$ cat src/rtl/core/ack_fragment_packet_framer_assert.svh
// ---------------------------------------------------------------------------
// Assertion macros for the ack fragment packet framer
// Shared forms for concurrent checks, clocked by clock and disabled in reset.
// ---------------------------------------------------------------------------
`ifndef ACK_FRAGMENT_PACKET_FRAMER_ASSERT_SVH
`define ACK_FRAGMENT_PACKET_FRAMER_ASSERT_SVH

// The consequent must hold in the same cycle as the antecedent.
`define AFPF_IMPLIES(lbl, ante, cons) \
   lbl: assert property (@(posedge clock) disable iff (reset) (ante) |-> (cons)) \
      else $error("framer check failed");

// The consequent must hold in the cycle after the antecedent.
`define AFPF_NEXT(lbl, ante, cons) \
   lbl: assert property (@(posedge clock) disable iff (reset) (ante) |=> (cons)) \
      else $error("framer check failed");

`endif

$ cat src/rtl/core/afpf_pkg.sv
// ---------------------------------------------------------------------------
// Ack fragment packet framer package
// Item types, item kind codes and register constants.
// ---------------------------------------------------------------------------
`default_nettype none

package afpf_pkg;

   localparam logic [2:0] FUNC_BEGIN     = 3'd0;
   localparam logic [2:0] FUNC_COMPLETE  = 3'd1;
   localparam logic [2:0] FUNC_PARTIAL   = 3'd2;
   localparam logic [2:0] FUNC_FRAG_HDR  = 3'd3;
   localparam logic [2:0] FUNC_FRAG_DATA = 3'd4;

   localparam int          CSR_ADDR_W      = 3;
   localparam logic        REG_DATA_TYPE   = 1'b0;
   localparam logic [3:0]  DATA_TYPE_RESET = 4'd6;

   typedef struct packed {
      logic [2:0]  func;
      logic [31:0] word;
      logic        want_reply;
      logic [7:0]  count_complete;
      logic [7:0]  count_partial;
      logic [7:0]  count_fragments;
      logic [5:0]  bit_count;
      logic [62:0] ack_bits;
      logic [6:0]  fragment_number;
      logic        fragment_final;
      logic [13:0] fragment_length;
      logic [7:0]  payload_byte;
   } req_payload_type;

   typedef struct packed {
      logic [7:0] out_byte;
      logic       run_last;
      logic       packet_end;
      logic       order_error;
   } rsp_payload_type;

   typedef struct packed {
      logic err;
      logic pkt_end;
   } job_flags_type;

endpackage

`default_nettype wire

$ cat src/rtl/core/afpf_if.sv
// ---------------------------------------------------------------------------
// Framer channel interfaces
// Valid/ready channels for the input items and the result bytes.
// ---------------------------------------------------------------------------
`default_nettype none

interface afpf_req_if;
   logic                      valid;
   logic                      ready;
   afpf_pkg::req_payload_type payload;

   modport source (output valid, output payload, input ready);
   modport sink (input valid, input payload, output ready);
endinterface

interface afpf_rsp_if;
   logic                      valid;
   logic                      ready;
   afpf_pkg::rsp_payload_type payload;

   modport source (output valid, output payload, input ready);
   modport sink (input valid, input payload, output ready);
endinterface

`default_nettype wire

$ cat src/rtl/core/ack_fragment_packet_framer.sv
// An item's first byte passes a queue entry, the job register and the output register.
// Throughput: one byte per cycle while rsp_bus is ready, set by the single-byte output
// serializer; an item emits 1 to max(7, 5 + ceil(MAX_ACK_BITS / 7)) bytes.
// A two-entry job queue lets up to two further items be taken while bytes drain.
// Reset is synchronous: phase and counters clear, data_type_code returns to 6.
// ---------------------------------------------------------------------------
// Ack fragment packet framer
// Frames begin, ack and fragment items into the byte stream of a data packet.
// ---------------------------------------------------------------------------
`default_nettype none

module ack_fragment_packet_framer #(
   parameter int MAX_ACK_BITS = 63
) (
   input  wire logic                            clock,
   input  wire logic                            reset,
   afpf_req_if.sink                             req_bus,
   afpf_rsp_if.source                           rsp_bus,
   input  wire logic                            csr_psel,
   input  wire logic                            csr_penable,
   input  wire logic                            csr_pwrite,
   input  wire logic [afpf_pkg::CSR_ADDR_W-1:0] csr_paddr,
   input  wire logic [31:0]                     csr_pwdata,
   output logic [31:0]                          csr_prdata,
   output logic                                 csr_pready
);

   localparam int GROUPS    = (MAX_ACK_BITS + 6) / 7;
   localparam int JOB_BYTES = (5 + GROUPS > 7) ? 5 + GROUPS : 7;
   localparam int CNT_W     = $clog2(JOB_BYTES + 1);
   localparam int FLAG_W    = $bits(afpf_pkg::job_flags_type);
   localparam int QUEUE_W   = JOB_BYTES * 8 + CNT_W + FLAG_W;

   logic [3:0]                data_type_code_ff;
   logic                      front_valid;
   logic                      front_ready;
   logic [JOB_BYTES-1:0][7:0] front_bytes;
   logic [CNT_W-1:0]          front_count;
   afpf_pkg::job_flags_type   front_flags;
   logic                      back_valid;
   logic                      back_ready;
   logic [JOB_BYTES-1:0][7:0] back_bytes;
   logic [CNT_W-1:0]          back_count;
   afpf_pkg::job_flags_type   back_flags;
   logic [QUEUE_W-1:0]        push_data;
   logic [QUEUE_W-1:0]        pop_data;

   assign csr_pready = 1'b1;
   assign csr_prdata = (csr_paddr[2] == afpf_pkg::REG_DATA_TYPE) ?
                       {28'h0000000, data_type_code_ff} : 32'h00000000;

   always_ff @(posedge clock) begin
      if (reset) begin
         data_type_code_ff <= afpf_pkg::DATA_TYPE_RESET;
      end else if (csr_psel && csr_penable && csr_pwrite && csr_pready &&
                   csr_paddr[2] == afpf_pkg::REG_DATA_TYPE) begin
         data_type_code_ff <= csr_pwdata[3:0];
      end
   end

   afpf_front #(
      .MAX_ACK_BITS (MAX_ACK_BITS),
      .JOB_BYTES    (JOB_BYTES),
      .CNT_W        (CNT_W)
   ) u_front (
      .clock          (clock),
      .reset          (reset),
      .req_bus        (req_bus),
      .data_type_code (data_type_code_ff),
      .job_valid      (front_valid),
      .job_ready      (front_ready),
      .job_bytes      (front_bytes),
      .job_count      (front_count),
      .job_flags      (front_flags)
   );

   assign push_data = {front_flags, front_count, front_bytes};
   assign {back_flags, back_count, back_bytes} = pop_data;

   afpf_queue #(
      .WIDTH (QUEUE_W)
   ) u_queue (
      .clock      (clock),
      .reset      (reset),
      .push_valid (front_valid),
      .push_ready (front_ready),
      .push_data  (push_data),
      .pop_valid  (back_valid),
      .pop_ready  (back_ready),
      .pop_data   (pop_data)
   );

   afpf_back #(
      .JOB_BYTES (JOB_BYTES),
      .CNT_W     (CNT_W)
   ) u_back (
      .clock     (clock),
      .reset     (reset),
      .job_valid (back_valid),
      .job_ready (back_ready),
      .job_bytes (back_bytes),
      .job_count (back_count),
      .job_flags (back_flags),
      .rsp_bus   (rsp_bus)
   );

endmodule

`default_nettype wire

$ cat src/rtl/core/afpf_queue.sv
// ---------------------------------------------------------------------------
// Framer job queue
// Two-entry queue that decouples item classification from byte output.
// ---------------------------------------------------------------------------
`default_nettype none

module afpf_queue #(
   parameter int WIDTH = 8
) (
   input  wire logic             clock,
   input  wire logic             reset,
   input  wire logic             push_valid,
   output logic                  push_ready,
   input  wire logic [WIDTH-1:0] push_data,
   output logic                  pop_valid,
   input  wire logic             pop_ready,
   output logic [WIDTH-1:0]      pop_data
);

   logic [WIDTH-1:0] entry_ff [2];
   logic             wr_ptr_ff;
   logic             rd_ptr_ff;
   logic [1:0]       count_ff;
   logic [1:0]       count_in;
   logic             push;
   logic             pop;

   assign push_ready = (count_ff != 2'd2);
   assign pop_valid  = (count_ff != 2'd0);
   assign pop_data   = entry_ff[rd_ptr_ff];
   assign push       = push_valid && push_ready;
   assign pop        = pop_valid && pop_ready;

   always_comb begin
      count_in = count_ff;
      if (push && !pop) begin
         count_in = count_ff + 2'd1;
      end else if (pop && !push) begin
         count_in = count_ff - 2'd1;
      end
   end

   always_ff @(posedge clock) begin
      if (reset) begin
         wr_ptr_ff <= 1'b0;
         rd_ptr_ff <= 1'b0;
         count_ff  <= 2'd0;
      end else begin
         count_ff <= count_in;
         if (push) begin
            wr_ptr_ff <= !wr_ptr_ff;
         end
         if (pop) begin
            rd_ptr_ff <= !rd_ptr_ff;
         end
      end
   end

   always_ff @(posedge clock) begin
      if (push) begin
         entry_ff[wr_ptr_ff] <= push_data;
      end
   end

endmodule

`default_nettype wire

$ cat src/rtl/core/afpf_front.sv
// ---------------------------------------------------------------------------
// Framer front end
// Checks each item against the packet phase, keeps the section counters and
// builds the list of bytes that the item emits.
// ---------------------------------------------------------------------------
`default_nettype none

module afpf_front #(
   parameter int MAX_ACK_BITS = 63,
   parameter int JOB_BYTES    = 14,
   parameter int CNT_W        = 4
) (
   input  wire logic                    clock,
   input  wire logic                    reset,
   afpf_req_if.sink                     req_bus,
   input  wire logic [3:0]              data_type_code,
   output logic                         job_valid,
   input  wire logic                    job_ready,
   output logic [JOB_BYTES-1:0][7:0]    job_bytes,
   output logic [CNT_W-1:0]             job_count,
   output afpf_pkg::job_flags_type      job_flags
);

   localparam int GROUPS  = (MAX_ACK_BITS + 6) / 7;
   localparam int GROUP_W = $clog2(GROUPS + 1);

   typedef enum logic [2:0] {
      PH_IDLE,
      PH_COMPLETE,
      PH_PARTIAL,
      PH_FRAG_HDR,
      PH_FRAG_DATA
   } phase_type;

   phase_type                 phase_ff, phase_in;
   logic [7:0]                complete_left_ff, complete_left_in;
   logic [7:0]                partial_left_ff, partial_left_in;
   logic [7:0]                fragments_left_ff, fragments_left_in;
   logic [7:0]                partial_total_ff, partial_total_in;
   logic [7:0]                fragment_total_ff, fragment_total_in;
   logic [13:0]               payload_left_ff, payload_left_in;

   afpf_pkg::req_payload_type item;
   logic                      accept;
   logic [5:0]                nbits;
   logic [GROUP_W-1:0]        steps;
   logic [GROUPS-1:0][7:0]    grp;
   logic                      section_done;

   assign item          = req_bus.payload;
   assign req_bus.ready = job_ready;
   assign job_valid     = req_bus.valid;
   assign accept        = req_bus.valid && job_ready;

   always_comb begin
      int k;
      k     = 0;
      nbits = (item.bit_count > 6'(MAX_ACK_BITS)) ? 6'(MAX_ACK_BITS) : item.bit_count;
      steps = '0;
      grp   = '0;
      for (int g = 0; g < GROUPS; g++) begin
         if (nbits > 6'(7 * g)) begin
            steps = GROUP_W'(g + 1);
         end
         grp[g][7] = (nbits > 6'(7 * (g + 1)));
         for (int t = 0; t < 7; t++) begin
            k = 7 * g + t;
            grp[g][6 - t] = (nbits > 6'(k)) && item.ack_bits[k];
         end
      end
   end

   always_comb begin
      phase_in          = phase_ff;
      complete_left_in  = complete_left_ff;
      partial_left_in   = partial_left_ff;
      fragments_left_in = fragments_left_ff;
      partial_total_in  = partial_total_ff;
      fragment_total_in = fragment_total_ff;
      payload_left_in   = payload_left_ff;
      job_bytes         = '0;
      job_count         = CNT_W'(1);
      job_flags         = '0;
      section_done      = 1'b0;

      priority if (item.func == afpf_pkg::FUNC_BEGIN && phase_ff == PH_IDLE) begin
         complete_left_in  = item.count_complete;
         partial_left_in   = item.count_partial;
         partial_total_in  = item.count_partial;
         fragments_left_in = item.count_fragments;
         fragment_total_in = item.count_fragments;
         payload_left_in   = '0;
         job_bytes[0] = {data_type_code, 4'h0};
         job_bytes[1] = item.word[31:24];
         job_bytes[2] = item.word[23:16];
         job_bytes[3] = item.word[15:8];
         job_bytes[4] = item.word[7:0];
         job_bytes[5] = {item.count_complete != 8'd0, item.count_partial != 8'd0, 3'b000,
                         item.want_reply, 2'b00};
         job_count = CNT_W'(7);
         if (item.count_complete != 8'd0) begin
            job_bytes[6] = item.count_complete;
            phase_in     = PH_COMPLETE;
         end else if (item.count_partial != 8'd0) begin
            job_bytes[6] = item.count_partial;
            phase_in     = PH_PARTIAL;
         end else begin
            job_bytes[6] = item.count_fragments;
            if (item.count_fragments == 8'd0) begin
               job_flags.pkt_end = 1'b1;
               phase_in          = PH_IDLE;
            end else begin
               phase_in = PH_FRAG_HDR;
            end
         end
      end else if (item.func == afpf_pkg::FUNC_COMPLETE && phase_ff == PH_COMPLETE) begin
         job_bytes[0]     = item.word[31:24];
         job_bytes[1]     = item.word[23:16];
         job_bytes[2]     = item.word[15:8];
         job_bytes[3]     = item.word[7:0];
         job_count        = CNT_W'(4);
         complete_left_in = complete_left_ff - 8'd1;
         if (complete_left_ff == 8'd1) begin
            job_count = CNT_W'(5);
            if (partial_left_ff != 8'd0) begin
               job_bytes[4] = partial_total_ff;
               phase_in     = PH_PARTIAL;
            end else begin
               job_bytes[4] = fragment_total_ff;
               if (fragments_left_ff == 8'd0) begin
                  job_flags.pkt_end = 1'b1;
                  phase_in          = PH_IDLE;
               end else begin
                  phase_in = PH_FRAG_HDR;
               end
            end
         end
      end else if (item.func == afpf_pkg::FUNC_PARTIAL && phase_ff == PH_PARTIAL) begin
         section_done    = (partial_left_ff == 8'd1);
         partial_left_in = partial_left_ff - 8'd1;
         job_bytes[0]    = item.word[31:24];
         job_bytes[1]    = item.word[23:16];
         job_bytes[2]    = item.word[15:8];
         job_bytes[3]    = item.word[7:0];
         for (int j = 0; j < GROUPS; j++) begin
            if (GROUP_W'(j) < steps) begin
               job_bytes[4 + j] = grp[j];
            end
         end
         for (int j = 0; j <= GROUPS; j++) begin
            if (section_done && GROUP_W'(j) == steps) begin
               job_bytes[4 + j] = fragment_total_ff;
            end
         end
         job_count = CNT_W'(4) + CNT_W'(steps) + CNT_W'(section_done);
         if (section_done) begin
            if (fragments_left_ff == 8'd0) begin
               job_flags.pkt_end = 1'b1;
               phase_in          = PH_IDLE;
            end else begin
               phase_in = PH_FRAG_HDR;
            end
         end
      end else if (item.func == afpf_pkg::FUNC_FRAG_HDR && phase_ff == PH_FRAG_HDR) begin
         job_bytes[0]      = item.word[31:24];
         job_bytes[1]      = item.word[23:16];
         job_bytes[2]      = item.word[15:8];
         job_bytes[3]      = item.word[7:0];
         job_bytes[4]      = {item.fragment_number, item.fragment_final};
         job_bytes[5]      = {2'b00, item.fragment_length[13:8]};
         job_bytes[6]      = item.fragment_length[7:0];
         job_count         = CNT_W'(7);
         fragments_left_in = fragments_left_ff - 8'd1;
         payload_left_in   = item.fragment_length;
         if (item.fragment_length != 14'd0) begin
            phase_in = PH_FRAG_DATA;
         end else if (fragments_left_ff == 8'd1) begin
            job_flags.pkt_end = 1'b1;
            phase_in          = PH_IDLE;
         end else begin
            phase_in = PH_FRAG_HDR;
         end
      end else if (item.func == afpf_pkg::FUNC_FRAG_DATA && phase_ff == PH_FRAG_DATA) begin
         job_bytes[0]    = item.payload_byte;
         payload_left_in = payload_left_ff - 14'd1;
         if (payload_left_ff == 14'd1) begin
            if (fragments_left_ff == 8'd0) begin
               job_flags.pkt_end = 1'b1;
               phase_in          = PH_IDLE;
            end else begin
               phase_in = PH_FRAG_HDR;
            end
         end
      end else begin
         job_flags.err = 1'b1;
      end
   end

   always_ff @(posedge clock) begin
      if (reset) begin
         phase_ff          <= PH_IDLE;
         complete_left_ff  <= '0;
         partial_left_ff   <= '0;
         fragments_left_ff <= '0;
         partial_total_ff  <= '0;
         fragment_total_ff <= '0;
         payload_left_ff   <= '0;
      end else if (accept) begin
         phase_ff          <= phase_in;
         complete_left_ff  <= complete_left_in;
         partial_left_ff   <= partial_left_in;
         fragments_left_ff <= fragments_left_in;
         partial_total_ff  <= partial_total_in;
         fragment_total_ff <= fragment_total_in;
         payload_left_ff   <= payload_left_in;
      end
   end

endmodule

`default_nettype wire

$ cat src/rtl/core/afpf_back.sv
// ---------------------------------------------------------------------------
// Framer back end
// Sends the bytes of each job one per cycle, while rsp_bus is ready, through a registered output.
// ---------------------------------------------------------------------------
`default_nettype none

`include "ack_fragment_packet_framer_assert.svh"

module afpf_back #(
   parameter int JOB_BYTES = 14,
   parameter int CNT_W     = 4
) (
   input  wire logic                      clock,
   input  wire logic                      reset,
   input  wire logic                      job_valid,
   output logic                           job_ready,
   input  wire logic [JOB_BYTES-1:0][7:0] job_bytes,
   input  wire logic [CNT_W-1:0]          job_count,
   input  wire afpf_pkg::job_flags_type   job_flags,
   afpf_rsp_if.source                     rsp_bus
);

   logic [JOB_BYTES-1:0][7:0]  cur_bytes_ff;
   logic [CNT_W-1:0]           left_ff;
   afpf_pkg::job_flags_type    cur_flags_ff;
   logic                       out_valid_ff;
   afpf_pkg::rsp_payload_type  out_payload_ff;
   logic                       advance;
   logic                       busy;
   logic                       last;
   logic                       emit;
   logic                       load;

   assign advance   = !out_valid_ff || rsp_bus.ready;
   assign busy      = (left_ff != '0);
   assign last      = (left_ff == CNT_W'(1));
   assign emit      = advance && busy;
   assign load      = !busy || (emit && last);
   assign job_ready = load;

   assign rsp_bus.valid   = out_valid_ff;
   assign rsp_bus.payload = out_payload_ff;

   always_ff @(posedge clock) begin
      if (reset) begin
         left_ff      <= '0;
         out_valid_ff <= 1'b0;
      end else begin
         if (advance) begin
            out_valid_ff <= busy;
         end
         if (job_valid && load) begin
            left_ff <= job_count;
         end else if (emit) begin
            left_ff <= left_ff - CNT_W'(1);
         end
      end
   end

   always_ff @(posedge clock) begin
      if (emit) begin
         out_payload_ff.out_byte    <= cur_bytes_ff[0];
         out_payload_ff.run_last    <= last;
         out_payload_ff.packet_end  <= last && cur_flags_ff.pkt_end;
         out_payload_ff.order_error <= cur_flags_ff.err;
      end
      if (job_valid && load) begin
         cur_bytes_ff <= job_bytes;
         cur_flags_ff <= job_flags;
      end else if (emit) begin
         cur_bytes_ff <= {8'h00, cur_bytes_ff[JOB_BYTES-1:1]};
      end
   end

   `AFPF_IMPLIES(a_err_single, out_valid_ff && out_payload_ff.order_error, out_payload_ff.run_last && !out_payload_ff.packet_end)
   `AFPF_IMPLIES(a_end_is_last, out_valid_ff && out_payload_ff.packet_end, out_payload_ff.run_last)
   `AFPF_NEXT(a_emit_fills_output, emit, out_valid_ff)
   `AFPF_IMPLIES(a_job_nonempty, job_valid && job_ready, job_count != '0)

endmodule

`default_nettype wire

$ cat src/flat_wrapper.sv
// flat-port wrapper written by rule: the top's interface ports become plain ports
module ack_fragment_packet_framer_flat 
#(
   parameter int MAX_ACK_BITS = 63
)
  (clock, reset, csr_psel, csr_penable, csr_pwrite, csr_paddr, csr_pwdata, csr_prdata, csr_pready, req_bus_valid, req_bus_payload, req_bus_ready, rsp_bus_valid, rsp_bus_payload, rsp_bus_ready);
  afpf_req_if req_bus_i ();
  afpf_rsp_if rsp_bus_i ();
  input  wire logic clock;
  input  wire logic reset;
  input  wire logic csr_psel;
  input  wire logic csr_penable;
  input  wire logic csr_pwrite;
  input  wire logic [afpf_pkg::CSR_ADDR_W-1:0] csr_paddr;
  input  wire logic [31:0] csr_pwdata;
  output logic [31:0] csr_prdata;
  output logic csr_pready;
  input wire logic [$bits(req_bus_i.valid)-1:0] req_bus_valid;
  input wire logic [$bits(req_bus_i.payload)-1:0] req_bus_payload;
  output wire logic [$bits(req_bus_i.ready)-1:0] req_bus_ready;
  output wire logic [$bits(rsp_bus_i.valid)-1:0] rsp_bus_valid;
  output wire logic [$bits(rsp_bus_i.payload)-1:0] rsp_bus_payload;
  input wire logic [$bits(rsp_bus_i.ready)-1:0] rsp_bus_ready;
  assign req_bus_i.valid = req_bus_valid;
  assign req_bus_i.payload = req_bus_payload;
  assign req_bus_ready = req_bus_i.ready;
  assign rsp_bus_valid = rsp_bus_i.valid;
  assign rsp_bus_payload = rsp_bus_i.payload;
  assign rsp_bus_i.ready = rsp_bus_ready;
  ack_fragment_packet_framer #(.MAX_ACK_BITS(MAX_ACK_BITS)) u_core (.clock(clock), .reset(reset), .req_bus(req_bus_i), .rsp_bus(rsp_bus_i), .csr_psel(csr_psel), .csr_penable(csr_penable), .csr_pwrite(csr_pwrite), .csr_paddr(csr_paddr), .csr_pwdata(csr_pwdata), .csr_prdata(csr_prdata), .csr_pready(csr_pready));
endmodule
$ cat config.mk
export PLATFORM = sky130hd
export DESIGN_NAME = ack_fragment_packet_framer_flat
export DESIGN_NICKNAME = d
export VERILOG_FILES = /design/src/rtl/core/afpf_pkg.sv /design/src/rtl/core/afpf_if.sv /design/src/rtl/core/ack_fragment_packet_framer.sv /design/src/rtl/core/afpf_queue.sv /design/src/rtl/core/afpf_front.sv /design/src/rtl/core/afpf_back.sv /design/src/flat_wrapper.sv
export VERILOG_INCLUDE_DIRS = /design/src /design/src/rtl/core
export SDC_FILE = /design/constraint.sdc
export NUM_CORES = 1
export LEC_CHECK = 0
export BUFFER_PORTS_ARGS = -buffer_cell sky130_fd_sc_hd__buf_2
export CORE_MARGIN = 5
export CORE_UTILIZATION = 35
export DETAILED_ROUTE_END_ITERATION = 8
export GPL_ROUTABILITY_DRIVEN = 0
export PLACE_DENSITY = 0.55
export SLEW_MARGIN = 10
export SYNTH_ARGS = -nofsm -noshare
export SYNTH_HDL_FRONTEND = slang
export SYNTH_HIERARCHICAL = 1
export SYNTH_SLANG_ARGS = --single-unit
$ cat constraint.sdc
create_clock -name clock -period 7.75 [get_ports clock]
set_input_delay 1.9375 -clock clock [delete_from_list [all_inputs] [get_ports clock]]
set_output_delay 1.9375 -clock clock [all_outputs]
set_load 0.01 [all_outputs]
==> flow_summary_export.csv <==
group,metric,value,unit
status,status,"finished clean",
floorplan,core_region_area,58910,sq um
layout,design_area,23680,sq um
floorplan,boundaryPins,247,
clocking,clk_latency,0.60,ns
sta,clock_skew,0.02313,ns
synthesis,seq_area_frac_synth,59.03,%
synthesis,yosysUniqueCellTypes,95,
sta,rsz0062_at_grt,"false",
sta,fmax,231.4,MHz
synthesis,netlist_area,20770,sq um
global_route,grt_max_degree,79,
global_route,antenna_found_initial,8,
clocking,post_cts_resized,0,
clocking,hold_buffers,0,
synthesis,synth_commonest_cells,"429 x nand2_1, 361 x edfxtp_1, 98 x mux2_2, 89 x a21oi_1, 71 x dfxtp_1",
synthesis,syn_avg_cell_area,11.30,sq um
power,p_int,5.192,mW
sta,report.final.setup_viol,0,
synthesis,async_flop_share,0,%
drt,wl,61010,microns
layout,nNetsFinal,2193,
power,p_seq_share,46.8,%
drt,vias,15340,
synthesis,synth_top_cells_by_area,"edfxtp_1 52%, nand2_1 7.8%, dfxtp_1 6.8%",
power,p_total,7.537,mW
sta,fin_crit,4.322,ns
layout,fillers,5600,
clocking,cts_sinks,432,
place,dpl-instance-area,22160,sq um
worst_setup_path,cp_max_fo,5,
sta,slew_headroom,30.32,%
place,portBuffers,187,
floorplan,die_y,253.6,microns
synthesis,yosysTopAreaCell,"edfxtp_1",
synthesis,synth_flop_cell,"edfxtp_1",
clocking,cts_tree,"yes",
drt,drt_iter0_markers,1432,
floorplan,fp-row-count,89,
clocking,htree_levels,2,
sta,period_share,55.77,%
clocking,cts_buffer_depth,3,
power,vdd_drop_max,0.1836,mV
power,switching_share,31.12,%
drt,drt_pass1_iterations,6,
worst_setup_path,cp.required,5.81,ns
power,share_comb_of_total_power,24.0,%
worst_hold_path,holdCritPathClass,"flip-flop to flip-flop",
layout,drive_gt1_share,21.70,%
synthesis,synth_top_area_share,52.18,%
sta,final.setup.worst_slack,3.428,ns
sta,hold_viol,0,
floorplan,die_w,253.6,microns
synthesis,synth_warnings,6,
clocking,cts_made_buffers,47,
power,p_clk_share,29.2,%
global_route,grt_use_total,18.14,%
drt,avgRoutedWirePerCell,21.86,microns
job,drv_cap,0,
clocking,path_clk_slew,0.06,ns
worst_setup_path,critPathKind,"primary input to primary output",
clocking,root_buffer,"clkbuf_16",
drt,avgViaCountPerCell,5.496,
synthesis,synth_most_common_cell,"nand2_1",
sta,slew_viol_final,0,
sta,tns,0,ns
synthesis,synth_edf_count,361,
clocking,cts_post_setup_buffers_inserted,0,
worst_setup_path,end_kind,"primary output",
drt,drc_errors,0,
power,power_density,318.4,nW/um^2
sta,tightest_slew,1.045,ns
place,dp_slack,2.954,ns
drt,ant_nets,0,
global_route,grt_pass1_wl,90350,microns
worst_setup_path,crit_arrival,2.38,ns
synthesis,netlist_instances,1838,
synthesis,yosys_register_bits,432,
power,p_leak,8.855,nW
power,p_switching,2.345,mW
place,dp_hpwl,41200,microns
floorplan,start_util,35.26,%
global_route,grt_overflow_total,0,
floorplan,dieArea,64330,sq um
global_route,grt_pass1_vias,14850,
layout,syn_to_final_growth,13.97,%
worst_setup_path,cp-start-kind,"primary input",
[through the flow]
step | instances | utilization, % | hold WS, ns
detailed placement | 2701 | 37.62 | 0.4056
global route | 2790 | 40.19 | 0.4228
finish | 2791 | 40.19 | 0.4187
global placement | 2701 | 37.62 | 0.4038
CTS | 2787 | 40.17 | 0.4226
floorplan | 1865 | - | 0.4003
[power by group through the flow]
stage | logic [mW] | clock network (mW) | registers, mW
floorplan | 1.29 | 0 | 3.52
global placement | 1.82 | 0 | 3.56
detailed placement | 1.84 | 0 | 3.58
CTS | 1.84 | 2.25 | 3.54
global route | 2.01 | 2.35 | 3.58
finish | 1.81 | 2.20 | 3.53
[cells in the final DEF, fill, tap and decap left out, drive strengths merged, types with 12 or more instances in the layout]
cell / netlist / final
nand4: 15 / 15
nand2: 431 / 431
mux2i: 15 / 15
o21ai: 85 / 85
a22oi: 22 / 22
nor3: 22 / 22
inv: 27 / 29
mux2: 119 / 119
nand3: 37 / 37
buf: 94 / 202
o211ai: 13 / 13
nor4: 15 / 15
clkinv: 0 / 24
conb: 2 / 29
a22o: 31 / 31
a21oi: 90 / 90
and2: 24 / 24
o22ai: 30 / 30
and3: 14 / 14
o221ai: 12 / 12
ha: 15 / 15
nor2: 71 / 71
edfxtp: 361 / 361
nand2b: 14 / 14
dfxtp: 71 / 71
clkbuf: 45 / 56
[worst paths after layout]
check	startpoint	endpoint	slack (ns)	cells past startpoint
worst max-delay path	csr_paddr[2]	csr_prdata[2]	3.43	3
worst min-delay path	u_core/u_back/cur_bytes_ff[2]	u_core/u_back/rsp_bus.payload[5]	0.42	0
worst max register to register	u_core/u_back/left_ff[0]	u_core/u_back/left_ff[0]	4.40	10
worst min register to register	u_core/u_back/cur_bytes_ff[2]	u_core/u_back/rsp_bus.payload[5]	0.42	0
[worst max-delay path: stages]
cell	delay, ns
buf_2	0.11
and2b_2	0.21
buf_2	0.13
[final cells by class]
cell class	count	area (sq um)	share of cell area, %
inverters	27	105.1	0.4439
repair buffers	202	1049	4.429
clock inverters	30	284.0	1.200
flip-flops and latches	432	12270	51.81
diodes	4	10.01	0.04228
well taps	773	967.2	4.085
multi-input cells	1267	7775	32.84
clock buffers	56	1220	5.153
[logic make-up after synthesis]
logic type,Yosys count,synth area share [%]
AND/OR/NAND/NOR,695,15.36
flip-flops,432,59.03
AO/OA/AOI/OAI,385,12.62
buffers and inverters,166,4.120
multiplexers,134,7.553
adder cells (fa/ha/maj),16,0.9516
XOR/XNOR,8,0.3373
other,2,0.03615
[flip-flops by register name, summed over array words and instances, names as in the netlist, named ones only]
name and cells:
u_core/u_front/fragment_total_ff 8, u_core/u_queue/wr_ptr_ff 1, u_core/u_front/complete_left_ff 8, u_core/u_queue/count_ff 2
u_core/u_front/payload_left_ff 14, u_core/u_back/rsp_bus.valid 1, u_core/u_back/cur_flags_ff 2, u_core/u_front/fragments_left_ff 8
u_core/u_front/partial_left_ff 8, u_core/u_front/partial_total_ff 8, u_core/u_queue/entry_ff 236, u_core/u_back/left_ff 4
u_core/u_front/phase_ff 3, u_core/u_back/cur_bytes_ff 112, u_core/u_back/rsp_bus.payload 11, u_core/u_queue/rd_ptr_ff 1
u_core/data_type_code_ff 4
[layer usage]
layer | vias to the layer above | GRT usage, % | share of wire (%)
met5 | - | 0 | 0.082
met4 | 8 | 5.631 | 3.1
met3 | 120 | 4.043 | 7.5
met2 | 653 | 29.80 | 47
met1 | 7541 | 24.16 | 42
li1 | 7017 | - | -
No activity file was read; power rests on OpenSTA's default activity.
